`src/rtl/core/glob_wildcard_matcher_assert.svh`:
```
// Assertion macros for the glob wildcard matcher.
`ifndef GLOB_WILDCARD_MATCHER_ASSERT_SVH
`define GLOB_WILDCARD_MATCHER_ASSERT_SVH
`ifndef SYNTH
// Same-cycle implication.
`define GWM_ASSERT_NOW(lbl, clk, rst, ante, cons, msg) \
  lbl: assert property (@(posedge clk) disable iff (rst) (ante) |-> (cons)) \
    else $error(msg);
// Next-cycle implication.
`define GWM_ASSERT_NEXT(lbl, clk, rst, ante, cons, msg) \
  lbl: assert property (@(posedge clk) disable iff (rst) (ante) |=> (cons)) \
    else $error(msg);
`else
`define GWM_ASSERT_NOW(lbl, clk, rst, ante, cons, msg)
`define GWM_ASSERT_NEXT(lbl, clk, rst, ante, cons, msg)
`endif
`endif

```
`src/rtl/core/gwm_pkg.sv`:
```
// Shared types and constants of the glob wildcard matcher.
package gwm_pkg;

  localparam int PATTERN_MAX_DEFAULT = 32;
  localparam int QUEUE_DEPTH = 2;

  localparam logic [7:0] SYM_ANY_ONE = 8'h3F;
  localparam logic [7:0] SYM_ANY_RUN = 8'h2A;

  localparam logic [1:0] MODE_CLEAR  = 2'd0;
  localparam logic [1:0] MODE_APPEND = 2'd1;
  localparam logic [1:0] MODE_TEXT   = 2'd2;
  localparam logic [1:0] MODE_END    = 2'd3;

  typedef enum logic [1:0] {
    OP_CLEAR,
    OP_APPEND,
    OP_TEXT,
    OP_END
  } op_t;

  typedef struct packed {
    op_t        op;
    logic [7:0] code;
    logic       is_star;
    logic       is_any;
  } cmd_t;

endpackage

```
`src/rtl/core/glob_wildcard_matcher.sv`:
```
// Glob wildcard matcher: usage and timing notes.
// Input channel (in_valid/in_stall) carries mode and char_code. Mode clear
// empties the pattern, append adds one pattern byte, text streams one text
// byte, end of text yields one result transfer on the output channel
// (out_valid/out_stall) with matched and overflow. '?' matches any one byte,
// '*' matches any run including an empty one.
// Throughput: one item per cycle while in_stall is low; every pattern position is stepped in
// parallel on each text byte, through a log-depth closure over '*' runs.
// An input transfer is written into a two-entry command queue, from which the
// back end takes it; an end-of-text result is registered and shows on out_valid
// in the cycle after the back end takes it.
// A stalled result holds in the output register while the back end keeps
// executing clear, append and text commands; only a further end-of-text
// waits for the register. in_stall rises when the queue is full.
// Reset (rst, synchronous, active high) empties the queue and the pattern,
// clears the overflow flag and leaves only position zero active.
// Appends beyond PATTERN_MAX bytes are dropped and set overflow.
`include "glob_wildcard_matcher_assert.svh"
module glob_wildcard_matcher #(
  parameter int PATTERN_MAX = gwm_pkg::PATTERN_MAX_DEFAULT
) (
  input  logic       clk,
  input  logic       rst,
  input  logic       in_valid,
  output logic       in_stall,
  input  logic [1:0] mode,
  input  logic [7:0] char_code,
  output logic       out_valid,
  input  logic       out_stall,
  output logic       matched,
  output logic       overflow
);
  import gwm_pkg::*;

  logic q_full;
  logic q_push;
  cmd_t push_cmd;
  logic q_pop;
  logic q_valid;
  cmd_t q_cmd;

  gwm_front u_front (
    .in_valid  (in_valid),
    .in_stall  (in_stall),
    .mode      (mode),
    .char_code (char_code),
    .q_full    (q_full),
    .q_push    (q_push),
    .q_cmd     (push_cmd)
  );

  gwm_queue u_queue (
    .clk      (clk),
    .rst      (rst),
    .push     (q_push),
    .push_cmd (push_cmd),
    .full     (q_full),
    .pop      (q_pop),
    .q_valid  (q_valid),
    .q_cmd    (q_cmd)
  );

  gwm_back #(
    .PATTERN_MAX (PATTERN_MAX)
  ) u_back (
    .clk       (clk),
    .rst       (rst),
    .q_valid   (q_valid),
    .q_cmd     (q_cmd),
    .q_pop     (q_pop),
    .out_valid (out_valid),
    .out_stall (out_stall),
    .matched   (matched),
    .overflow  (overflow)
  );

  `GWM_ASSERT_NOW(a_ovf_forces_miss, clk, rst, out_valid && overflow, !matched, "overflow result reports a match")
  `GWM_ASSERT_NEXT(a_end_gives_result, clk, rst, q_pop && (q_cmd.op == OP_END), out_valid, "end of text gave no result")
  `GWM_ASSERT_NEXT(a_transfer_queued, clk, rst, in_valid && !in_stall, q_valid, "accepted transfer missing from queue")

endmodule

```
`src/rtl/core/gwm_front.sv`:
```
// Front end: accepts input transfers and classifies them into commands.
module gwm_front (
  input  logic          in_valid,
  output logic          in_stall,
  input  logic [1:0]    mode,
  input  logic [7:0]    char_code,
  input  logic          q_full,
  output logic          q_push,
  output gwm_pkg::cmd_t q_cmd
);
  import gwm_pkg::*;

  assign in_stall = q_full;
  assign q_push   = in_valid && !q_full;

  always_comb begin
    case (mode)
      MODE_CLEAR:  q_cmd.op = OP_CLEAR;
      MODE_APPEND: q_cmd.op = OP_APPEND;
      MODE_TEXT:   q_cmd.op = OP_TEXT;
      MODE_END:    q_cmd.op = OP_END;
      default:     q_cmd.op = OP_END;
    endcase
    q_cmd.code    = char_code;
    q_cmd.is_star = (char_code == SYM_ANY_RUN);
    q_cmd.is_any  = (char_code == SYM_ANY_ONE);
  end

endmodule

```
`src/rtl/core/gwm_queue.sv`:
```
// Short command queue between the front end and the back end.
module gwm_queue (
  input  logic          clk,
  input  logic          rst,
  input  logic          push,
  input  gwm_pkg::cmd_t push_cmd,
  output logic          full,
  input  logic          pop,
  output logic          q_valid,
  output gwm_pkg::cmd_t q_cmd
);
  import gwm_pkg::*;

  localparam int PW = (QUEUE_DEPTH > 1) ? $clog2(QUEUE_DEPTH) : 1;
  localparam int CW = $clog2(QUEUE_DEPTH + 1);

  cmd_t          entries [QUEUE_DEPTH];
  logic [PW-1:0] wr_ptr;
  logic [PW-1:0] rd_ptr;
  logic [CW-1:0] count;

  assign full    = (count == CW'(QUEUE_DEPTH));
  assign q_valid = (count != '0);
  assign q_cmd   = entries[rd_ptr];

  function automatic logic [PW-1:0] bump(input logic [PW-1:0] ptr);
    bump = (ptr == PW'(QUEUE_DEPTH - 1)) ? '0 : ptr + PW'(1);
  endfunction

  always_ff @(posedge clk) begin
    if (rst) begin
      wr_ptr <= '0;
      rd_ptr <= '0;
      count  <= '0;
    end else begin
      if (push) wr_ptr <= bump(wr_ptr);
      if (pop) rd_ptr <= bump(rd_ptr);
      if (push && !pop) count <= count + CW'(1);
      else if (pop && !push) count <= count - CW'(1);
    end
  end

  always_ff @(posedge clk) begin
    if (push) entries[wr_ptr] <= push_cmd;
  end

endmodule

```
`src/rtl/core/gwm_back.sv`:
```
// Back end: pattern cells, active position vector and result register.
module gwm_back #(
  parameter int PATTERN_MAX = gwm_pkg::PATTERN_MAX_DEFAULT
) (
  input  logic          clk,
  input  logic          rst,
  input  logic          q_valid,
  input  gwm_pkg::cmd_t q_cmd,
  output logic          q_pop,
  output logic          out_valid,
  input  logic          out_stall,
  output logic          matched,
  output logic          overflow
);
  import gwm_pkg::*;

  localparam int LW = $clog2(PATTERN_MAX + 1);
  localparam int IW = (PATTERN_MAX > 1) ? $clog2(PATTERN_MAX) : 1;
  localparam int LV = $clog2(PATTERN_MAX + 1);

  logic [7:0]             byte_store [PATTERN_MAX];
  logic [PATTERN_MAX-1:0] star_bits;
  logic [PATTERN_MAX-1:0] any_bits;
  logic [PATTERN_MAX-1:0] vmask;
  logic [LW-1:0]          pat_len;
  logic                   ovf;
  logic [PATTERN_MAX:0]   active;
  logic [PATTERN_MAX:0]   restart_vec;
  logic [PATTERN_MAX:0]   restart_vec_next;
  logic [PATTERN_MAX:0]   advanced;
  logic [PATTERN_MAX-1:0] keep_bits;
  logic [PATTERN_MAX-1:0] move_bits;
  logic [LV:0][PATTERN_MAX:0] gen_v;
  logic [LV:0][PATTERN_MAX:0] prop_v;
  logic                   room;
  logic                   hit;

  assign q_pop = q_valid && ((q_cmd.op != OP_END) || !out_valid || !out_stall);
  assign room  = (pat_len != LW'(PATTERN_MAX));
  assign hit   = active[pat_len];

  // Step every live position on the text byte.
  always_comb begin
    for (int i = 0; i < PATTERN_MAX; i++) begin
      keep_bits[i] = active[i] && vmask[i] && star_bits[i];
      move_bits[i] = active[i] && vmask[i] && !star_bits[i] &&
                     (any_bits[i] || (byte_store[i] == q_cmd.code));
    end
  end

  // Parallel prefix closure along runs of '*' cells.
  always_comb begin
    gen_v[0]     = {1'b0, keep_bits} | {move_bits, 1'b0};
    prop_v[0][0] = 1'b0;
    for (int j = 1; j <= PATTERN_MAX; j++) begin
      prop_v[0][j] = star_bits[j-1] && vmask[j-1];
    end
    for (int l = 0; l < LV; l++) begin
      for (int j = 0; j <= PATTERN_MAX; j++) begin
        if (j >= (1 << l)) begin
          gen_v[l+1][j]  = gen_v[l][j] || (prop_v[l][j] && gen_v[l][j-(1 << l)]);
          prop_v[l+1][j] = prop_v[l][j] && prop_v[l][j-(1 << l)];
        end else begin
          gen_v[l+1][j]  = gen_v[l][j];
          prop_v[l+1][j] = prop_v[l][j];
        end
      end
    end
    advanced = gen_v[LV];
  end

  // Restart set: position zero plus the leading run of '*' cells.
  always_comb begin
    restart_vec_next = restart_vec;
    if (q_pop) begin
      case (q_cmd.op)
        OP_CLEAR: restart_vec_next = (PATTERN_MAX + 1)'(1);
        OP_APPEND: begin
          if (room) restart_vec_next[pat_len + LW'(1)] = restart_vec[pat_len] && q_cmd.is_star;
        end
        default: restart_vec_next = restart_vec;
      endcase
    end
  end

  always_ff @(posedge clk) begin
    if (rst) begin
      pat_len     <= '0;
      ovf         <= 1'b0;
      vmask       <= '0;
      active      <= (PATTERN_MAX + 1)'(1);
      restart_vec <= (PATTERN_MAX + 1)'(1);
      out_valid   <= 1'b0;
    end else begin
      if (q_pop) begin
        restart_vec <= restart_vec_next;
        case (q_cmd.op)
          OP_CLEAR: begin
            pat_len <= '0;
            ovf     <= 1'b0;
            vmask   <= '0;
            active  <= restart_vec_next;
          end
          OP_APPEND: begin
            if (room) begin
              pat_len                 <= pat_len + LW'(1);
              vmask[pat_len[IW-1:0]]  <= 1'b1;
            end else begin
              ovf <= 1'b1;
            end
            active <= restart_vec_next;
          end
          OP_TEXT:  active <= advanced;
          OP_END:   active <= restart_vec_next;
          default:  active <= active;
        endcase
      end
      if (q_pop && (q_cmd.op == OP_END)) out_valid <= 1'b1;
      else if (!out_stall) out_valid <= 1'b0;
    end
  end

  always_ff @(posedge clk) begin
    if (q_pop && (q_cmd.op == OP_APPEND) && room) begin
      byte_store[pat_len[IW-1:0]] <= q_cmd.code;
      star_bits[pat_len[IW-1:0]]  <= q_cmd.is_star;
      any_bits[pat_len[IW-1:0]]   <= q_cmd.is_any;
    end
  end

  always_ff @(posedge clk) begin
    if (q_pop && (q_cmd.op == OP_END)) begin
      matched  <= hit && !ovf;
      overflow <= ovf;
    end
  end

endmodule

```
`config.mk`:
```
export PLATFORM = sky130hd
export DESIGN_NAME = glob_wildcard_matcher
export DESIGN_NICKNAME = d
export VERILOG_FILES = /design/src/rtl/core/gwm_pkg.sv /design/src/rtl/core/glob_wildcard_matcher.sv /design/src/rtl/core/gwm_front.sv /design/src/rtl/core/gwm_queue.sv /design/src/rtl/core/gwm_back.sv
export VERILOG_INCLUDE_DIRS = /design/src /design/src/rtl/core
export SDC_FILE = /design/constraint.sdc
export NUM_CORES = 1
export LEC_CHECK = 0
export ABC_AREA = 1
export BUFFER_PORTS_ARGS = -buffer_cell sky130_fd_sc_hd__buf_2
export CAP_MARGIN = 20
export CELL_PAD_IN_SITES_DETAIL_PLACEMENT = 0
export CELL_PAD_IN_SITES_GLOBAL_PLACEMENT = 1
export CORE_MARGIN = 2
export CORE_UTILIZATION = 53
export DETAILED_ROUTE_END_ITERATION = 10
export GPL_ROUTABILITY_DRIVEN = 0
export PLACE_DENSITY_LB_ADDON = 0.1
export SLEW_MARGIN = 20
export SYNTH_ARGS = -nofsm -noshare
export SYNTH_HDL_FRONTEND = slang
export SYNTH_SLANG_ARGS = --single-unit
```
`constraint.sdc`:
```
create_clock -name clk -period 7.14 [get_ports clk]
set_input_delay 1.071 -clock clk [delete_from_list [all_inputs] [get_ports clk]]
set_output_delay 1.071 -clock clk [all_outputs]
set_load 0.1 [all_outputs]
```
==> results of run 1 <==
-- logic make-up (layout without fill, tap and decap cells) --
| family | count (synthesis) | in the layout | synth area share |
|---|---|---|---|
| buf+inv | 554 | 580 | 0.0958 |
| simple gates | 1387 | 1387 | 0.244 |
| flops | 457 | 457 | 0.531 |
| fa+ha+maj | 5 | 5 | 0.00263 |
| compound gates | 351 | 351 | 0.0791 |
| xor+xnor | 120 | 120 | 0.0480 |
-- registers in the layout, indices dropped and copies added, names as in the netlist, named ones only --
name / flops
u_back.star_bits: 32
u_queue.wr_ptr: 1
u_back.any_bits: 32
u_back.byte_store: 256
u_back.pat_len: 6
u_back.vmask: 32
u_back.matched: 1
u_queue.entries: 24
u_back.restart_vec: 33
u_queue.count: 2
u_back.out_valid: 1
u_back.ovf: 1
u_back.active: 33
u_back.overflow: 1
u_queue.rd_ptr: 1
-- through the flow --
stage,setup WS (ns),util,total power [uW],cell area [um^2]
final,2.16,0.587,9320,26000
after global routing,1.73,0.587,9830,26000
after CTS,2.28,0.584,9320,25800
after detailed placement,2.31,0.548,6800,24200
after global placement,2.43,0.548,6740,24200
after floorplan,3.88,-,5780,23800
-- critical path, cell delays in order (launching register included) --
cell      delay (ns)
dfxtp_1         0.79
inv_2           0.36
or2_1           0.30
nand2_1         0.09
buf_4           0.34
nor2_2          0.08
nand3_1         0.12
nand2_4         0.28
inv_1           0.16
nand2_1         0.09
nor2_1          0.24
clkinv_2        0.73
nor2_1          1.01
-- per-layer routing --
layer / wire (um) / vias to the layer above / global-route usage
met5: 15 / - / 0
met4: 1800 / 2 / 0.101
met3: 4560 / 105 / 0.0464
met2: 30500 / 575 / 0.464
met1: 29400 / 8729 / 0.403
li1: - / 9193 / -
-- final timing paths --
check        depth (start not counted)      startpoint  slack [ns]                  to
max                                 12            flop        2.16  u_back.any_bits[0]
min                                  1  u_queue.rd_ptr        0.45      u_queue.rd_ptr
max reg2reg                         12            flop        2.16  u_back.any_bits[0]
min reg2reg                          1  u_queue.rd_ptr        0.45      u_queue.rd_ptr
-- cell usage in the layout, fill, tap and decap left out, types with 38 or more instances in the layout --
master / netlist / layout
inv_1: 436 / 435
nor2_1: 241 / 240
xnor2_1: 81 / 81
o21ai_0: 104 / 104
a21oi_1: 166 / 166
nand3_1: 111 / 111
nor3_1: 67 / 38
nand4_1: 45 / 45
nand2_1: 853 / 847
edfxtp_1: 346 / 346
dfxtp_1: 111 / 111
clkbuf_16: 0 / 48
-- area by class of cell --
class,instances,area [um^2]
Inverter,453,1700
Tap cell,592,741
Clock buffer,64,1310
Clock inverter,22,284
Timing Repair Buffer,41,265
Sequential cell,457,12600
Fill cell,3885,18300
Multi-Input combinational cell,1863,9050
-- power breakdown --
part | leakage, uW | internal (uW) | switching, uW
logic | 0.00554 | 830 | 2490
registers | 0.00404 | 3310 | 149
clock network | 0.000777 | 1510 | 1030
==> results_dict.tcl, run 1 <==
set metrics [dict create \
    synth_edf_count 346 \
    arrival_ns 5.21 \
    ant_nets 0 \
    outcome "completed" \
    criticalPathCategory "flop to flop" \
    rsz0062_at_grt "no" \
    h-tree-depth 2 \
    syn-num-nets 2893 \
    netlist.top_cell.by_area "edfxtp_1" \
    pin_count 18 \
    start_kind "flop" \
    worstSkewPairLatency_ns 0.61 \
    grt_max_degree 62 \
    cts_tree "built" \
    fp.dieW_um 216 \
    final_nets 2883 \
    ys_ff_latch 457 \
    cts_root_buf "clkbuf_16" \
    drv_slew 0 \
    post_cts_buffers 0 \
    die_y_um 216 \
    dieArea_um2 46600 \
    netlist_area_um2 23800 \
    ys_types 45 \
    drt_iter0_markers 1764 \
    first_pass_iters 6 \
    endpoint_kind "flop" \
    synth.most_common_cell "nand2_1" \
    cts_resized 0 \
    start_util 0.538 \
    stdcell_count 3492 \
    grt_overflow 0 \
    grt_pass1_wl_um 102000 \
    grt_pass1_vias 17700 \
    dp_cells 3406 \
    diodes 0 \
    yosys_warnings 0 \
    synth_ff_type "edfxtp_1" \
    fin_crit_ns 4.98 \
    hold_slack_ns 0.453 \
    synth_area_per_cell_um2 8.27 \
    netlist.area_leader.share 0.437 \
    drv_cap 0 \
    vias_per_cell 5.33 \
    async_reset_ff_frac 0 \
    vias 18600 \
    cts_made_buffers 48 \
    grt_use_total 0.290 \
    power_density_nw_per_um2 359 \
    ctsHoldBuffers 0 \
    ys_seq_area_frac 0.531 \
    drt-total-wl_um 66300 \
    relSlewSlack 0.300 \
    clock-sinks 457 \
    hold_class "flop to flop" \
    clk_pin_slew_worst_paths_ns 0.05 \
    synth_common_cells "853 x nand2_1, 436 x inv_1, 346 x edfxtp_1, 241 x nor2_1, 166 x a21oi_1" \
    finalSetupTns_ns 0 \
    row_count 77 \
    coreArea_um2 44200 \
    avgRoutedWirePerCell_um 19.0 \
    drc 0 \
    setup_viol 0 \
    peakVddDrop_uv 506 \
    max_freq_ghz 0.201 \
    antenna_found_initial 1 \
    synth.top_cells.by_area "edfxtp_1 44%, nand2_1 13%, dfxtp_1 9.3%, inv_1 6.9%, nor2_1 3.8%" \
    postSynthCellCount 2874 \
    clock_path_buffers 3 \
    path_max_fanout 46 \
    area_delta_synth_final_pct 9.23 \
    leakage_uw 0.0104 \
    drive_gt1_frac 0.0797 \
    dp_hpwl_um 44200 \
    finClkSkew_ns 0.0293 \
    required_ns 7.37 \
    worst_pin_slew_ns 1.05 \
    period_share 0.698 \
    portBuffers 17 \
    hold_violations 0 \
]
(Power assumes the default switching activity.)
==> run 2: changes to the inputs <==
--- a/config.mk
+++ b/config.mk
@@ -12,7 +12,7 @@
 export CELL_PAD_IN_SITES_DETAIL_PLACEMENT = 0
 export CELL_PAD_IN_SITES_GLOBAL_PLACEMENT = 1
 export CORE_MARGIN = 2
-export CORE_UTILIZATION = 53
+export CORE_UTILIZATION = 49
 export DETAILED_ROUTE_END_ITERATION = 10
 export GPL_ROUTABILITY_DRIVEN = 0
 export PLACE_DENSITY_LB_ADDON = 0.1
==> constraint.sdc (replaced) <==
create_clock -name clk -period 5.1 [get_ports clk]
set_input_delay 0.765 -clock clk [delete_from_list [all_inputs] [get_ports clk]]
set_output_delay 0.765 -clock clk [all_outputs]
set_load 0.1 [all_outputs]
==> results_dict.tcl, run 2 (synthesis gave the netlist of run 1 again) <==
set metrics [dict create \
    clock-sinks 457 \
    power_density_nw_per_um2 492 \
    largest_reg_flops 256 \
    crit_buf_inv 5 \
    cp_cell_sequence "buf_4 -> o21ai_2 -> nor2_2 -> nand3_1 -> nand2_4 -> inv_1 -> buf_4 -> nand2_1 -> nor2_1 -> inv_1 -> buf_4 -> nor2_1" \
    post_cts_buffers 0 \
    max_stage_delay_ns 0.65 \
    ant_nets 0 \
    hold_slack_ns 0.387 \
    dieArea_um2 50300 \
    stdcell_count 3551 \
    path_max_fanout 39 \
    criticalPathCategory "flop to flop" \
    diodes 0 \
    start_util 0.497 \
    drv_slew 0 \
    hold_violations 0 \
    peakVddDrop_uv 628 \
    grt_pass1_vias 17700 \
    antenna_found_initial 0 \
    cts_made_buffers 49 \
    die_y_um 224 \
    critPathTopFamily "simple AND/OR/NAND/NOR gates" \
    ctsHoldBuffers 0 \
    endpoint_kind "flop" \
    grt_pass1_wl_um 102000 \
    avgRoutedWirePerCell_um 18.5 \
    portBuffers 17 \
    worstSkewPairLatency_ns 0.60 \
    final_nets 2920 \
    nFillCells 4434 \
    dp_cells 3465 \
    required_ns 5.32 \
    drc 0 \
    start_kind "flop" \
    rsz0062_at_grt "no" \
    max_freq_ghz 0.267 \
    fp.dieW_um 224 \
    grt_overflow 0 \
    clock_path_buffers 3 \
    dp_hpwl_um 45100 \
    outcome "completed" \
    drv_cap 0 \
    cts_root_buf "clkbuf_16" \
    finalSetupTns_ns 0 \
    first_pass_iters 6 \
    worst_pin_slew_ns 0.980 \
    path_common_cell "buf_4" \
    leakage_uw 0.0105 \
    fin_crit_ns 3.75 \
    setup_viol 0 \
    cts_resized 0 \
    h-tree-depth 2 \
    hold_class "primary input to flop" \
    period_share 0.735 \
    relSlewSlack 0.346 \
    final_common_cell "nand2_1" \
    row_count 80 \
    cts_tree "built" \
    drt-total-wl_um 65800 \
    grt_use_total 0.264 \
    drive_gt1_frac 0.0780 \
    vias 18700 \
    arrival_ns 3.96 \
    coreArea_um2 47800 \
    clk_pin_slew_worst_paths_ns 0.06 \
    drt_iter0_markers 1519 \
    slowest_stage "nor2_1" \
    vias_per_cell 5.26 \
    grt_max_degree 65 \
    mostFrequentLayoutCells "848 x nand2_1, 436 x inv_1, 346 x edfxtp_1" \
    pin_count 18 \
    finClkSkew_ns 0.0181 \
    area_delta_synth_final_pct 9.57 \
]
-- run 2: cell count changes in the layout (fill, tap and decap cells not counted), moves of 2 or more --
cell,before,now
buf_12,0,2
buf_4,24,58
bufinv_16,6,3
clkbuf_8,5,1
clkinv_1,10,19
clkinv_2,6,3
nor3_1,38,67
nor3_2,30,1
-- run 2: worst register-to-register path: stages, from the launching register on --
cell and delay (ns):
dfxtp_1 0.32, buf_4 0.20, o21ai_2 0.51, nor2_2 0.08, nand3_1 0.13, nand2_4 0.21, inv_1 0.12, buf_4 0.39
nand2_1 0.15, nor2_1 0.25, inv_1 0.11, buf_4 0.25, nor2_1 0.65
-- run 2: cell type report --
type                            count  area, um^2  share of cell area
Timing Repair Buffer               77         561              0.0215
Sequential cell                   457       12600               0.484
Multi-Input combinational cell   1863        8900               0.342
Inverter                          453        1700              0.0653
Tap cell                          615         769              0.0295
Clock buffer                       60        1280              0.0491
Clock inverter                     26         221             0.00850
-- run 2: final timing paths --
kind	start	to	slack, ns	cells after the start
worst max-delay path	flop	u_back.any_bits[0]	1.35	12
worst min-delay path	char_code[3]	u_queue.entries[0][5]	0.39	1
worst max register to register	flop	u_back.any_bits[0]	1.35	12
worst min register to register	u_queue.rd_ptr	u_queue.rd_ptr	0.45	1
-- run 2: stage by stage --
| step | setup slack, ns | instance area [um^2] | total power (uW) | util |
|---|---|---|---|---|
| floorplan | 1.84 | 23800 | 8090 | - |
| global placement | 1.36 | 24500 | 9380 | 0.513 |
| detailed placement | 1.37 | 24500 | 9460 | 0.513 |
| CTS | 1.35 | 26000 | 12900 | 0.544 |
| global route | 1.04 | 26000 | 13500 | 0.544 |
| finish | 1.35 | 26000 | 12800 | 0.544 |
-- run 2: where the power goes --
part           internal (uW)  switching, uW
combinational           1200           3340
sequential              4640            209
clock                   1930           1480
-- run 2: routing by layer --
metal	GRT usage	vias up	share of wire
met4	0.0690	0	0.024
met5	0	-	0
li1	-	9268	-
met2	0.443	529	0.47
met3	0.0366	102	0.055
met1	0.362	8770	0.45
==> run 3: changes to the inputs <==
--- a/config.mk
+++ b/config.mk
@@ -6,13 +6,13 @@
 export SDC_FILE = /design/constraint.sdc
 export NUM_CORES = 1
 export LEC_CHECK = 0
-export ABC_AREA = 1
+export ABC_AREA = 0
 export BUFFER_PORTS_ARGS = -buffer_cell sky130_fd_sc_hd__buf_2
 export CAP_MARGIN = 20
 export CELL_PAD_IN_SITES_DETAIL_PLACEMENT = 0
 export CELL_PAD_IN_SITES_GLOBAL_PLACEMENT = 1
 export CORE_MARGIN = 2
-export CORE_UTILIZATION = 49
+export CORE_UTILIZATION = 52
 export DETAILED_ROUTE_END_ITERATION = 10
 export GPL_ROUTABILITY_DRIVEN = 0
 export PLACE_DENSITY_LB_ADDON = 0.1
==> constraint.sdc (replaced) <==
create_clock -name clk -period 3.88 [get_ports clk]
set_input_delay 0.582 -clock clk [delete_from_list [all_inputs] [get_ports clk]]
set_output_delay 0.582 -clock clk [all_outputs]
set_load 0.1 [all_outputs]
==> results_dict.tcl, run 3 <==
set metrics [dict create \
    first_pass_iters 5 \
    vias 14700 \
    clk_pin_slew_worst_paths_ns 0.07 \
    drv_slew 0 \
    netlist.area_leader.share 0.490 \
    synth_edf_count 346 \
    netlist.top_cell.by_area "edfxtp_1" \
    synth_ff_type "edfxtp_1" \
    vias_per_cell 5.96 \
    arrival_ns 4.09 \
    pin_count 18 \
    grt_pass1_wl_um 87100 \
    area_delta_synth_final_pct 15.5 \
    ys_ff_latch 457 \
    final_nets 1922 \
    start_util 0.529 \
    worstSkewPairLatency_ns 0.60 \
    worst_slack_ns 0.251 \
    antenna_found_initial 0 \
    criticalPathCategory "flop to flop" \
    async_reset_ff_frac 0 \
    peakVddDrop_uv 401 \
    die_y_um 206 \
    finClkSkew_ns 0.0167 \
    netlist_area_um2 21200 \
    period_share 0.935 \
    endpoint_kind "flop" \
    power.internal_uw 10200 \
    grt_pass1_vias 14200 \
    cts_root_buf "clkbuf_16" \
    relSlewSlack 0.323 \
    grt_use_total 0.278 \
    dp_hpwl_um 38700 \
    drv_cap 0 \
    final_core_util 0.612 \
    setup_viol 0 \
    power_density_nw_per_um2 618 \
    comb_power_share 0.275 \
    swShare 0.323 \
    yosys_warnings 0 \
    dieArea_um2 42400 \
    synth_common_cells "346 x edfxtp_1, 259 x xnor2_1, 203 x nor2_1, 119 x a21oi_1" \
    fp.dieW_um 206 \
    outcome "completed" \
    drive_gt1_frac 0.145 \
    clock_path_buffers 3 \
    ys_types 77 \
    required_ns 4.34 \
    path_max_fanout 25 \
    pwr-share-seq 0.400 \
    p_switching_uw 4890 \
    synth_area_per_cell_um2 11.8 \
    worst_pin_slew_ns 1.01 \
    synth.top_cells.by_area "edfxtp_1 49%, xnor2_1 11%, dfxtp_1 10%, nor2_1 3.6%, a21oi_1 2.8%" \
    place_ws_ns 0.0191 \
    synth.most_common_cell "edfxtp_1" \
    fin_crit_ns 3.63 \
    avgRoutedWirePerCell_um 23.6 \
    ctsHoldBuffers 0 \
    portBuffers 17 \
    syn-num-nets 1818 \
    postSynthCellCount 1799 \
    row_count 73 \
    final_common_cell "edfxtp_1" \
    diodes 0 \
    drt_iter0_markers 1338 \
    hold_class "primary input to flop" \
    ant_nets 0 \
    p_total_uw 15100 \
    hold_violations 0 \
    ys_seq_area_frac 0.595 \
    grt_overflow 0 \
    grt_max_degree 70 \
    h-tree-depth 2 \
    cts_made_buffers 50 \
    drt-total-wl_um 58100 \
    start_kind "flop" \
    clockPowerShare 0.325 \
    mostFrequentLayoutCells "346 x edfxtp_1, 259 x xnor2_1, 201 x nor2_1" \
    leakage_uw 0.00773 \
    clock-sinks 457 \
    drc 0 \
    max_freq_ghz 0.276 \
    coreArea_um2 40000 \
    cts_tree "built" \
    largest_reg_flops 256 \
]
run 3: worst max-delay path, stage by stage, from the launching register on:
cell and delay, ns:
dfxtp_1 0.56, buf_12 0.27, mux4_2 0.57, a221oi_1 0.33, a31oi_1 0.13, a31oi_1 0.34
nor3_1 0.23, a221oi_1 0.69, o21ai_0 0.16, a21oi_1 0.17, nor2_1 0.05
run 3: power by group through the flow:
stage | Sequential, uW | Combinational [uW] | Clock [uW]
6_report | 6050 | 4160 | 4910
5_1_grt | 6080 | 4450 | 5170
4_1_cts | 6040 | 4060 | 4970
3_5_place_dp | 6140 | 4040 | 0
3_3_place_gp | 6140 | 4000 | 0
2_1_floorplan | 6080 | 2580 | 0
run 3: repair_timing:
| item | in CTS | in global routing |
|---|---|---|
| setup endpoints to repair | 1 | 15 |
| gates resized for setup | 0 | 18 |
| gates cloned | 0 | 1 |
| buffers inserted | 1 | 8 |
| pin swaps | 0 | 1 |
run 3: final timing paths:
kind / startpoint / endpoint / slack [ns] / cells after the start
worst max-delay path: u_back.pat_len[0] / u_back.active[4] / 0.25 / 10
worst min-delay path: mode[0] / u_queue.entries[1][10] / 0.18 / 1
worst max register to register: u_back.pat_len[0] / u_back.active[4] / 0.25 / 10
worst min register to register: u_back.vmask[5] / u_back.vmask[5] / 0.49 / 2
run 3: layout make-up:
type	instances	area [um^2]
Multi-Input combinational cell	1216	8120
Clock inverter	29	335
Tap cell	525	657
Inverter	34	128
Clock buffer	62	1360
Sequential cell	457	12600
Fill cell	3218	15500
Timing Repair Buffer	144	1260
run 3: kinds of logic (layout without fill, tap and decap cells):
kind of cell               Yosys count  count (layout)  share of synthesized area
and+or+nand+nor                    531             531                      0.116
DFF                                457             457                      0.595
AOI/OAI and AO/OA                  369             369                      0.112
xor gates and xnor gates           265             265                      0.110
buffers and inverters              126             269                     0.0271
muxes                               46              46                     0.0364
adders and majority gates            5               5                    0.00295
run 3: stage by stage:
step	TNS, ns	instances	hold slack [ns]	cell area [um^2]
2_1_floorplan	0	1799	0.431	21200
3_3_place_gp	0	2366	0.467	22600
3_5_place_dp	0	2366	0.480	22600
4_1_cts	0	2458	0.153	24300
5_1_grt	-0.00728	2467	0.159	24500
6_report	0	2467	0.180	24500
run 3: metal layers:
metal / vias up / wire (um) / GRT usage
met2: 487 / 26500 / 0.434
met4: 0 / 1690 / 0.0949
li1: 6863 / - / -
met5: - / 0 / 0
met1: 7245 / 26500 / 0.397
met3: 108 / 3490 / 0.0421
